--- config.mk ---
export PLATFORM = sky130hd
export DESIGN_NAME = stli_ctrl
export DESIGN_NICKNAME = d
export VERILOG_FILES = /design/src/hw/rtl/stli_pkg.sv /design/src/hw/rtl/stli_ctrl.sv
export SDC_FILE = /design/constraint.sdc
export NUM_CORES = 1
export LEC_CHECK = 0
export BUFFER_PORTS_ARGS = -buffer_cell sky130_fd_sc_hd__buf_2
export CORE_AREA = 2 2 39 41
export CTS_BUF_LIST = sky130_fd_sc_hd__clkbuf_4 sky130_fd_sc_hd__clkbuf_8
export CTS_CLUSTER_SIZE = 24
export DETAILED_ROUTE_END_ITERATION = 16
export DIE_AREA = 0 0 41 43
export PLACE_DENSITY = 0.68
export SYNTH_ARGS = -nofsm -noshare
export SYNTH_HDL_FRONTEND = slang
export SYNTH_SLANG_ARGS = --single-unit
--- constraint.sdc ---
create_clock -name clock -period 1.4 [get_ports clock]
set_input_delay 0.42 -clock clock [delete_from_list [all_inputs] [get_ports clock]]
set_output_delay 0.42 -clock clock [all_outputs]
set_load 0.05 [all_outputs]
--- src/hw/rtl/stli_pkg.sv ---
// ----------------------------------------------------------------------------
// stli_pkg: shared types and constants for the sorted-table interpolator
// Controller states, command codes and the controller/datapath interface.
// ----------------------------------------------------------------------------
`default_nettype none
package stli_pkg;

   localparam int MaxRows      = 1024;
   localparam int NumColumns   = 4;
   localparam int FractionBits = 16;
   localparam int RowBits      = 10;
   localparam int ColBits      = 2;
   localparam int CountBits    = 11;

   // command codes
   localparam logic CMD_LOAD  = 1'b0;
   localparam logic CMD_QUERY = 1'b1;

   typedef enum logic [3:0] {
      ST_IDLE,
      ST_END0,
      ST_END1,
      ST_ENDCMP,
      ST_PROBE,
      ST_PROBE_CMP,
      ST_PAIR0,
      ST_PAIR1,
      ST_DIV,
      ST_MUL0,
      ST_MUL1,
      ST_SUM,
      ST_OUT
   } state_type;

   // datapath operations issued by the controller
   typedef enum logic [3:0] {
      OP_NONE,
      OP_CAPTURE,
      OP_RD_FIRST,
      OP_RD_LAST,
      OP_ENDCMP,
      OP_RD_MID,
      OP_PROBE,
      OP_RD_LO,
      OP_RD_HI,
      OP_DIV_INIT,
      OP_DIV_STEP,
      OP_MUL0,
      OP_MUL1,
      OP_SUM
   } op_type;

   typedef struct packed {
      op_type op;
   } cmd_type;

   typedef struct packed {
      logic is_load;
      logic bad_col;
      logic clamp_hit;
      logic search_done;
      logic div_done;
   } status_type;

endpackage
`default_nettype wire

--- src/hw/rtl/stli_ctrl.sv ---
// ----------------------------------------------------------------------------
// stli_ctrl: sequencer for loads and queries
// Steps the datapath through end checks, search probes, division and blend.
// ----------------------------------------------------------------------------
`default_nettype none
module stli_ctrl (
   input  wire                  clock,
   input  wire                  reset,
   input  wire                  req_valid,
   output logic                 req_stall,
   output logic                 rsp_valid,
   input  wire                  rsp_stall,
   output logic                 csr_ready,
   input  stli_pkg::status_type status,
   output stli_pkg::cmd_type    cmd
);

   stli_pkg::state_type state_ff, state_in;

   // state register
   always_ff @(posedge clock) begin
      if (reset) state_ff <= stli_pkg::ST_IDLE;
      else       state_ff <= state_in;
   end

   // next state and commands
   always_comb begin
      state_in  = state_ff;
      cmd.op    = stli_pkg::OP_NONE;
      req_stall = 1'b1;
      rsp_valid = 1'b0;
      csr_ready = 1'b0;
      case (state_ff)
         stli_pkg::ST_IDLE: begin
            req_stall = 1'b0;
            csr_ready = 1'b1;
            if (req_valid) begin
               cmd.op   = stli_pkg::OP_CAPTURE;
               state_in = stli_pkg::ST_END0;
            end
         end
         stli_pkg::ST_END0: begin
            if (status.is_load) state_in = stli_pkg::ST_IDLE;
            else begin
               cmd.op   = stli_pkg::OP_RD_FIRST;
               state_in = stli_pkg::ST_END1;
            end
         end
         stli_pkg::ST_END1: begin
            cmd.op   = stli_pkg::OP_RD_LAST;
            state_in = stli_pkg::ST_ENDCMP;
         end
         stli_pkg::ST_ENDCMP: begin
            cmd.op   = stli_pkg::OP_ENDCMP;
            state_in = stli_pkg::ST_PROBE;
         end
         stli_pkg::ST_PROBE: begin
            if (status.clamp_hit) state_in = stli_pkg::ST_OUT;
            else if (status.search_done) begin
               cmd.op   = stli_pkg::OP_RD_LO;
               state_in = stli_pkg::ST_PAIR0;
            end else begin
               cmd.op   = stli_pkg::OP_RD_MID;
               state_in = stli_pkg::ST_PROBE_CMP;
            end
         end
         stli_pkg::ST_PROBE_CMP: begin
            cmd.op   = stli_pkg::OP_PROBE;
            state_in = stli_pkg::ST_PROBE;
         end
         stli_pkg::ST_PAIR0: begin
            cmd.op   = stli_pkg::OP_RD_HI;
            state_in = stli_pkg::ST_PAIR1;
         end
         stli_pkg::ST_PAIR1: begin
            cmd.op   = stli_pkg::OP_DIV_INIT;
            state_in = stli_pkg::ST_DIV;
         end
         stli_pkg::ST_DIV: begin
            if (status.div_done) begin
               cmd.op   = stli_pkg::OP_MUL0;
               state_in = stli_pkg::ST_MUL1;
            end else cmd.op = stli_pkg::OP_DIV_STEP;
         end
         stli_pkg::ST_MUL1: begin
            cmd.op   = stli_pkg::OP_MUL1;
            state_in = stli_pkg::ST_SUM;
         end
         stli_pkg::ST_SUM: begin
            cmd.op   = stli_pkg::OP_SUM;
            state_in = stli_pkg::ST_OUT;
         end
         stli_pkg::ST_OUT: begin
            rsp_valid = 1'b1;
            if (!rsp_stall) state_in = stli_pkg::ST_IDLE;
         end
         default: state_in = stli_pkg::ST_IDLE;
      endcase
   end

endmodule
`default_nettype wire

* Word-level counts from Yosys, hierarchy flattened
Cells that the tools add are included.
** Word-level totals
- Output and inout port bits :: 7
- Memory bits (read-only) :: 0
- Register bits :: 4
- RAM bits :: 0
- Memories kept :: 0
- Logic and storage cells :: 33
- Input bits :: 9
- Latch bits :: 0
** Operators by class
- Muxes and demuxes :: 15
- Divide/modulo/power cells :: 0
- Magnitude comparators :: 0
- Shifts and indexed selects :: 0
- Reductions and logical operators :: 3
- Equality and inequality tests :: 14
- Multiply operators :: 0
- Bitwise gates (word level) :: 0
- Add/sub/neg operators :: 0
** Operators with widths (number)
- 4-bit case mux with 11 select lines :: 2
- 4-bit by 3-bit == test with 1-bit output (second input constant) :: 4
- 4-bit == test (second input constant) :: 4
- 4-bit two-way mux :: 4
- 4-bit by 2-bit == test with 1-bit output (second input constant) :: 2
- 2-bit two-way mux :: 3
- 2-bit inequality test (second input constant) :: 3
- 1-bit two-way mux :: 5
- 4-bit by 1-bit == test with 1-bit output (second input constant) :: 1
- 4-bit zero test :: 1
- 3-bit two-way mux :: 1
- 3-bit AND reduction :: 1
- 2-bit OR reduction :: 1

* Logic depth before layout (Yosys ltp)
Gate-level depths: netlist of the first run.
- Depth in word-level cells :: 3
- Mapped depth :: 5
- Mapped depth without buffers :: 4

* Worst setup path before layout of the first run
OpenSTA, ideal clock, no wires.
- Path kind :: register to output
- Start :: reg state_ff[0]
- End :: out cmd[2] (netlist name)
- Path buffers :: 2
- Required time :: 0.980 ns
- Stages on the path, launching flop included :: 5
- Arrival time :: 1.972 ns
- Slack :: -0.992 ns
- Path through :: dfxtp_1 buf_2 clkbuf_1 o21ai_0 o21ai_0
** RTL lines
- start: declaration :: RTL line stli_ctrl.sv:18 : stli_pkg::state_type state_ff, state_in;
- start signal: assignment :: RTL line stli_ctrl.sv:22 : if (reset) state_ff <= stli_pkg::ST_IDLE;
- start signal: assignment :: RTL line stli_ctrl.sv:23 : else state_ff <= state_in;
- end: declaration :: RTL line stli_ctrl.sv:15 : output stli_pkg::cmd_type cmd

==> flow_summary.yaml, run 1 <==
global_route:
  grt.met2_usage: 0.300
  grt_max_degree: 12
  grt.met1_usage: 0.188
  grt_pass1_vias: 523
  overflow: 0
  grt_pass1_wl_um: 2080
  track_usage: 0.173
  antenna_found_initial: 0
  grt_most_used_layer: "met2"
  gr-usage-met3: 0.0628
cts:
  cts_buffers: 3
  cts_sinks: 4
  clockBufferDepth: 2
  path_clk_slew_ps: 40
  clk_latency_ps: 240
  htree_levels: 1
  cts_tree: "built"
  cts_root_buffer: "clkbuf_4"
logic_synthesis:
  synth_top_area_share: 0.183
  synth_top_cell_by_area: "dfxtp_1"
  synthTopCellsByArea: "dfxtp_1 (18%), nor2_1 (6.0%), a21oi_1 (5.7%)"
  syn_area_sq_um: 438
  synth-seq-area-share: 0.183
  avgSynthCellArea_sq_um: 7.06
  synth.distinct_cells: 30
  synthCells: 62
  synth_seq_cells: 4
  yosysWarnings: 0
  syn-num-nets: 71
routing:
  vias_per_cell: 5.27
  vias: 606
  drt_first_pass_iters: 5
  route.antenna.remaining_nets: 0
  drtIter0Drc: 11
  drcViolationCount: 0
  routedWlPerCell_um: 14.1
  wl_um: 1630
sta:
  worst_pin_slew_ps: 293
  worst_slack_ps: -430
  setup-violations-final: 9
  finalCriticalPeriod_ps: 1830
  rsz0062_at_grt: "yes"
  timing.setup.tns_ps: -2240
  slew_violations: 0
  hold_viol: 0
  clock_skew_ps: 0.634
  max_slew_margin: 0.803
  timing.fmax_mhz: 546
  fin_crit_sh: 1.31
floorplan:
  die_w_um: 41
  row_count: 14
  die_h_um: 43
  start_util: 0.316
  io_pins: 16
  core_area_sq_mm: 0.00138
  die_area_sq_mm: 0.00176
setup_path:
  cp_slowest_cell: "or3_1"
  critPathMaxStageDelay_ps: 360
  worstSetupStartpointType: "flop"
  path_cells: "or3_1 > nand2_1 > a21oi_2 > o22ai_4 > buf_6"
  crit_required_ps: 980
  crit_type: "reg -> out"
  path_max_fanout: 5
  arrival_ps: 1410
  endpoint_kind: "output port"
run:
  max_cap_violations: 0
placement:
  io_buffers: 14
  dp_worst_setup_slack_ps: -372
  post-dp-hpwl_um: 1030
  dp.cells: 107
  routabilityCongestion: 0.772
finish:
  layout-drive-gt1-share: 0.697
  largest_reg_flops: 4
  largestRegisters: "state_ff: 4 flops"
  diodes: 0
  fin_nets: 110
  area_delta_synth_final_pct: 111
  regMostFlops: "state_ff"
  fin_cells: 115
outcome:
  violations: "negative setup slack"
  outcome: "complete, but fails checks"
power_and_ir_drop:
  max-vdd-ir-drop_uv: 363
  p_leak_nw: 0.389
  p_per_area_mw_per_mm2: 683
worst_hold_path:
  hp-class: "in -> reg"
==> kinds of logic after synthesis <==
| group | Yosys count | share of synthesized area |
|---|---|---|
| buf+inv | 8 | 0.0800 |
| simple gates | 27 | 0.366 |
| mux | 2 | 0.0486 |
| flops | 4 | 0.183 |
| compound gates | 21 | 0.323 |
==> synthesized netlist by cell type <==
cell type	n
nand2_1	4
mux2_2	1
nor2b_1	4
clkbuf_1	3
nand2b_1	4
a22oi_2	1
nor2_1	7
inv_2	1
buf_2	1
dfxtp_1	4
buf_1	1
nor3_1	2
inv_1	1
a211oi_1	1
a31oi_1	2
nor3b_1	2
o21ai_1	1
a21o_1	2
o221ai_1	1
o22ai_1	1
a21oi_1	5
o21ai_0	5
nand3_1	1
nand3b_1	1
mux2i_1	1
a2111oi_2	1
o32ai_1	1
nor4bb_4	1
or3_1	1
buf_4	1
==> placed cells by master (no fill, tap or decap), types with 2 or more instances in the layout <==
| cell | synthesis | routed |
|---|---|---|
| dfxtp_2 | 0 | 2 |
| nand2b_1 | 4 | 4 |
| nor2b_1 | 4 | 2 |
| clkbuf_4 | 0 | 3 |
| nor3b_1 | 2 | 2 |
| buf_2 | 1 | 7 |
| nand2_1 | 4 | 2 |
| o21ai_0 | 5 | 2 |
| buf_6 | 0 | 8 |
| nor2_4 | 0 | 2 |
| dfxtp_4 | 0 | 2 |
| o21ai_1 | 1 | 3 |
| buf_8 | 0 | 4 |
| buf_4 | 1 | 20 |
| nor2_1 | 7 | 4 |
| a21oi_1 | 5 | 4 |
==> worst paths after layout <==
| path | start | to | slack (ps) | cells after the start |
|---|---|---|---|---|
| setup / recovery | state_ff[1] | cmd[0] | -430 | 5 |
| hold / removal | reset | state_ff[2] | 380 | 2 |
| setup reg to reg | state_ff[3] | state_ff[0] | -110 | 6 |
| hold reg to reg | state_ff[2] | state_ff[0] | 610 | 2 |
==> metal layers <==
metal  routed length, um  up-vias
met5                   0        -
li1                    -      298
met1                 697      287
met3                  50        4
met4                  41        0
met2                 836       17
==> worst max-delay path: cells and delay by family, from the launching register on <==
kind | cells | cell delay (ps)
buffers and inverters | 1 | 180
AO/OA/AOI/OAI | 2 | 190
flip-flops | 1 | 350
AND/OR/NAND/NOR | 2 | 460
==> layout make-up <==
| cell class | count | area [sq um] |
|---|---|---|
| clock buffers | 3 | 22.5 |
| fillers | 104 | 462 |
| inverters | 2 | 11.3 |
| multi-input cells | 50 | 423 |
| flip-flops and latches | 4 | 90.1 |
| well taps | 16 | 20.0 |
| repair buffers | 40 | 355 |
==> per-stage QoR <==
step	hold WS, ps	utilization	area [sq um]	power, W
6_report	383	0.666	922	0.000630
5_1_grt	363	0.666	922	0.000668
4_1_cts	372	0.608	842	0.000605
3_5_place_dp	630	0.533	737	0.000403
3_3_place_gp	630	0.533	737	0.000400
2_1_floorplan	493	-	538	0.000326
==> repair_timing <==
action | CTS | global route
resized for setup | 20 | 18
buffers inserted | 3 | 3
endpoints found under the setup margin | 10 | 10
hold buffers | 0 | 0
pin swaps | 3 | 6
==> where the power goes <==
part	leakage, nW	switching (W)	internal, W
sequential	0.0349	0.0000107	0.000120
clock	0.0138	0.0000501	0.0000961
combinational	0.340	0.000184	0.000170
total	0.389	0.000244	0.000386
Note: power is estimated with default switching activity, not from simulation.
==> inputs of run 2 (changes only) <==
clock period = 1.6 ns   (was 1.4 ns; I/O delays follow)
==> run 2 against run 1 <==
Net effect: clock skew grew 4.4 ps; via count shrank 2.5%; highest routed layer is now met3; wire length shrank 17%; clock power shrank 14%; register-to-register slack gained 170 ps; the flow still finishes with violations (negative setup slack); sequential share of layout area shrank 0.29 points; power shrank 14%; combinational power shrank 14%; critical path type unchanged; final area shrank 4.1%.
==> flow_summary.yaml, run 2 (same netlist as run 1, synthesis figures left out) <==
finish:
  fin_util: 0.639
  fin_cells: 113
  area_delta_synth_final_pct: 102
  layout-drive-gt1-share: 0.670
  layout_commonest_cell: "buf_4"
  fin_nets: 108
  regMostFlops: "state_ff"
  diodes: 0
  final_cell_mix: "buf_4 (21), buf_6 (7), buf_2 (6)"
  largestRegisters: "state_ff: 4 flops"
  largest_reg_flops: 4
placement:
  dp.cells: 106
  dp_worst_setup_slack_ps: -290
  post-dp-hpwl_um: 1030
  routabilityCongestion: 0.793
  io_buffers: 14
run:
  max_cap_violations: 0
floorplan:
  start_util: 0.316
  row_count: 14
  io_pins: 16
  core_area_sq_mm: 0.00138
  die_h_um: 43
  die_w_um: 41
  die_area_sq_mm: 0.00176
worst_hold_path:
  worstHoldPathCells: 2
  hp-class: "in -> reg"
setup_path:
  crit_type: "reg -> out"
  arrival_ps: 1360
  path_cells: "mux2i_1 > nor3_1 > a31oi_1 > o22ai_4 > buf_6"
  rr_worst_depth: 7
  path_max_fanout: 2
  crit_required_ps: 1120
  cp_slowest_cell: "dfxtp_2"
  worstSetupStartpointType: "flop"
  endpoint_kind: "output port"
  critPathMaxStageDelay_ps: 320
global_route:
  overflow: 0
  grt_max_degree: 14
  grt_pass1_wl_um: 2190
  track_usage: 0.180
  grt_pass1_vias: 560
  antenna_found_initial: 0
routing:
  vias: 591
  vias_per_cell: 5.23
  wl_um: 1350
  routedWlPerCell_um: 11.9
  wl_met2_um: 724
  drt_first_pass_iters: 4
  route.antenna.remaining_nets: 0
  maxUsedRoutingLayer: "met3"
  drcViolationCount: 0
  wl_met1_um: 568
  routed-wl-met3_um: 52
  drtIter0Drc: 3
cts:
  cts_root_buffer: "clkbuf_4"
  cts_tree: "built"
  clk_latency_ps: 230
  path_clk_slew_ps: 40
  cts_sinks: 4
  htree_levels: 1
  cts_buffers: 3
  clockBufferDepth: 2
sta:
  rsz0062_at_grt: "yes"
  worst_pin_slew_ps: 306
  timing.fmax_mhz: 545
  setup-violations-final: 7
  hold_viol: 0
  clock_skew_ps: 5.05
  slew_violations: 0
  max_slew_margin: 0.794
  finalCriticalPeriod_ps: 1840
  fin_crit_sh: 1.15
  worst_slack_ps: -235
power_and_ir_drop:
  p_int_w: 0.000338
  p_per_area_mw_per_mm2: 613
  p_sw_frac: 0.377
  clkPwrFrac: 0.233
  total_power_w: 0.000542
  seqPwrFrac: 0.207
  max-vdd-ir-drop_uv: 538
  combPwrFrac: 0.560
  switching_power_w: 0.000205
  p_leak_nw: 0.374
outcome:
  violations: "negative setup slack"
  outcome: "complete, but fails checks"
-- run 2: cell count changes in the layout (fill, tap and decap cells not counted), sizes merged --
cell	previous run	this run
buf	40	38
-- run 2: final timing paths --
check,start,to,slack (ps)
max,state_ff[3],cmd[0],-240
min,reset,state_ff[2],460
max reg2reg,state_ff[0],state_ff[3],60
min reg2reg,state_ff[2],state_ff[2],590
-- run 2: power by group through the flow --
stage	sequential [W]	clock [W]	combinational [W]
floorplan	0.000111	0	0.000167
global placement	0.000113	0	0.000241
detailed placement	0.000113	0	0.000244
CTS	0.000113	0.000129	0.000303
global route	0.000113	0.000143	0.000324
finish	0.000112	0.000126	0.000304
-- run 2: layer usage --
metal / track usage / up-vias
met3: 0.0628 / 0
met4: 0.0467 / 0
met2: 0.300 / 14
met1: 0.207 / 283
li1: - / 294
met5: 0 / -
-- run 2: layout make-up --
type,count,area [sq um]
Inverter,2,11.3
Multi-Input combinational cell,50,410
Sequential cell,4,83.8
Tap cell,16,20.0
Fill cell,120,499
Timing Repair Buffer,38,337
Clock buffer,3,22.5
-- run 2: critical path, delay by kind of cell (launching register included) --
| family | cells | cell delay, ps |
|---|---|---|
| AO/OA/AOI/OAI | 2 | 350 |
| flip-flops | 1 | 320 |
| multiplexers | 1 | 230 |
| buffers and inverters | 1 | 160 |
| AND/OR/NAND/NOR | 1 | 60 |
-- run 2: through the flow --
step | cell area (sq um) | hold WS [ps] | setup TNS, ps
2_1_floorplan | 509 | 528 | -147
3_3_place_gp | 731 | 559 | -674
3_5_place_dp | 731 | 589 | -690
4_1_cts | 882 | 454 | -1180
5_1_grt | 885 | 459 | -1720
6_report | 885 | 456 | -1110
-- run 2: timing repair --
action	in CTS	in global routing
buffers inserted	4	0
setup endpoints to repair	7	10
resized for setup	30	1
pin swaps	3	1
cloned	0	0
hold buffers	0	0
==> inputs of run 3 (changes only) <==
==> constraint.sdc (replaced) <==
create_clock -name clock -period 1.6 [get_ports clock]
set_input_delay 0.16 -clock clock [delete_from_list [all_inputs] [get_ports clock]]
set_output_delay 0.16 -clock clock [all_outputs]
set_load 0.05 [all_outputs]
==> run 3 against run 2 <==
Net effect: the flow now finishes without violations; flip-flop and latch count is the same; global-route usage down 3.3 points; wire length shrank 19%; die area did not move; worst hold slack got worse by 320 ps; count of clock-buffer cells in the layout did not move; final cell count shrank 14%; register-to-register slack gained 260 ps; critical endpoint unchanged; largest power group unchanged; highest routed layer unchanged.
==> flow_summary.yaml, run 3 (same netlist as run 1, synthesis figures left out) <==
cts:
  clk_latency_ps: 240
  cts_sinks: 4
  cts_hold_buffers: 0
  cts_root_buffer: "clkbuf_4"
  clockBufferDepth: 2
  path_clk_slew_ps: 40
  cts_tree: "built"
  htree_levels: 1
  cts_buffers: 3
sta:
  worst_pin_slew_ps: 282
  whs_ps: 132
  slew_violations: 0
  finalCriticalPeriod_ps: 1520
  hold_viol: 0
  clock_skew_ps: 0.597
  timing.fmax_mhz: 656
  rsz0062_at_grt: "no"
  max_slew_margin: 0.811
  fin_crit_sh: 0.953
  setup-violations-final: 0
global_route:
  grt_max_degree: 18
  grt_pass1_vias: 436
  overflow: 0
  track_usage: 0.147
  grt_pass1_wl_um: 1790
  antenna_found_initial: 0
finish:
  final_area_sq_um: 628
  area_delta_synth_final_pct: 43.4
  layout_commonest_cell: "buf_2"
  multi_input_area_sq_um: 343
  layout-drive-gt1-share: 0.469
  diodes: 0
  fin_nets: 92
  regMostFlops: "state_ff"
  largestRegisters: "state_ff: 4 flops"
  fillers: 146
  final_cell_mix: "buf_2 (10), buf_4 (9), nor2_1 (6)"
  fin_util: 0.454
  largest_reg_flops: 4
  seq_area_sq_um: 83.8
routing:
  wl_um: 1090
  route.antenna.remaining_nets: 0
  drt_first_pass_iters: 4
  drtIter0Drc: 7
  drcViolationCount: 0
  vias_per_cell: 5.32
  vias: 516
  routedWlPerCell_um: 11.2
run:
  max_cap_violations: 0
floorplan:
  start_util: 0.316
  die_h_um: 43
  io_pins: 16
  die_area_sq_mm: 0.00176
  row_count: 14
  core_area_sq_mm: 0.00138
  die_w_um: 41
power_and_ir_drop:
  switching_power_w: 0.000185
  p_leak_nw: 0.269
  clkPwrFrac: 0.289
  p_per_area_mw_per_mm2: 728
  p_int_w: 0.000272
  combPwrFrac: 0.467
  seqPwrFrac: 0.244
  p_sw_frac: 0.404
  max-vdd-ir-drop_uv: 290
setup_path:
  path_max_fanout: 3
  critical_path.top_delay_family: "simple AND/OR/NAND/NOR gates"
  crit_required_ps: 1440
  endpoint_kind: "output port"
  crit_type: "reg -> out"
  worst-path-buf-inv: 1
  path_cells: "or3_1 > nand2_1 > a21oi_1 > o22ai_2 > buf_6"
  worstSetupStartpointType: "flop"
  cp_slowest_cell: "or3_1"
  arrival_ps: 1360
  critPathMaxStageDelay_ps: 380
placement:
  io_buffers: 14
  post-dp-hpwl_um: 824
  dpl_cell_area_sq_um: 572
  routabilityCongestion: 0.803
worst_hold_path:
  hp-class: "in -> reg"
outcome:
  outcome: "finished, final reports clean"
run 3: final cells by class:
cell class	instances	area share
multi-input combinational	50	0.546
timing repair buffer	22	0.235
sequential	4	0.133
clock buffer	3	0.0359
tap	16	0.0319
inverter	2	0.0179
run 3: metal layers:
layer,share of wire,track usage,up-vias
met4,0,0.0600,0
met1,0.43,0.196,229
met2,0.49,0.203,23
met5,0,0,-
met3,0.073,0.0628,0
li1,-,-,264
run 3: worst paths after layout:
kind	startpoint	to	slack, ps	depth (start not counted)
worst max-delay path	state_ff[0]	cmd[0]	80	5
worst min-delay path	reset	state_ff[2]	130	2
worst max register to register	state_ff[2]	state_ff[0]	320	5
worst min register to register	state_ff[0]	state_ff[0]	620	2
run 3: worst reg2reg max path: cells and delay by family, from the launching register on:
family                 cells  cell delay (ps)
AO/OA/AOI/OAI              2              380
flip-flops                 1              290
buffers and inverters      1              190
AND/OR/NAND/NOR            2              310
run 3: repair_timing:
item                       CTS  global route
gates resized for setup      4             7
setup endpoints to repair    2             7
cloned                       0             0
hold endpoints to repair     0             0
buffers inserted             0             1
pin swaps                    0             1
run 3: power by group through the flow:
stage                     sequential, W  clock [W]  combinational (W)
after global routing           0.000112   0.000140           0.000229
after detailed placement       0.000113          0           0.000200
after global placement         0.000113          0           0.000197
final                          0.000112   0.000132           0.000214
after CTS                      0.000111   0.000135           0.000210
after floorplan                0.000111          0           0.000154
run 3: per-stage QoR:
stage / setup WS [ps] / power (W) / TNS (ps) / instances
floorplan: -113 / 0.000266 / -135 / 62
global placement: 211 / 0.000310 / 0 / 93
detailed placement: 196 / 0.000313 / 0 / 93
CTS: 1.99 / 0.000457 / 0 / 96
global route: 2.18 / 0.000481 / 0 / 97
finish: 75.3 / 0.000457 / 0 / 97
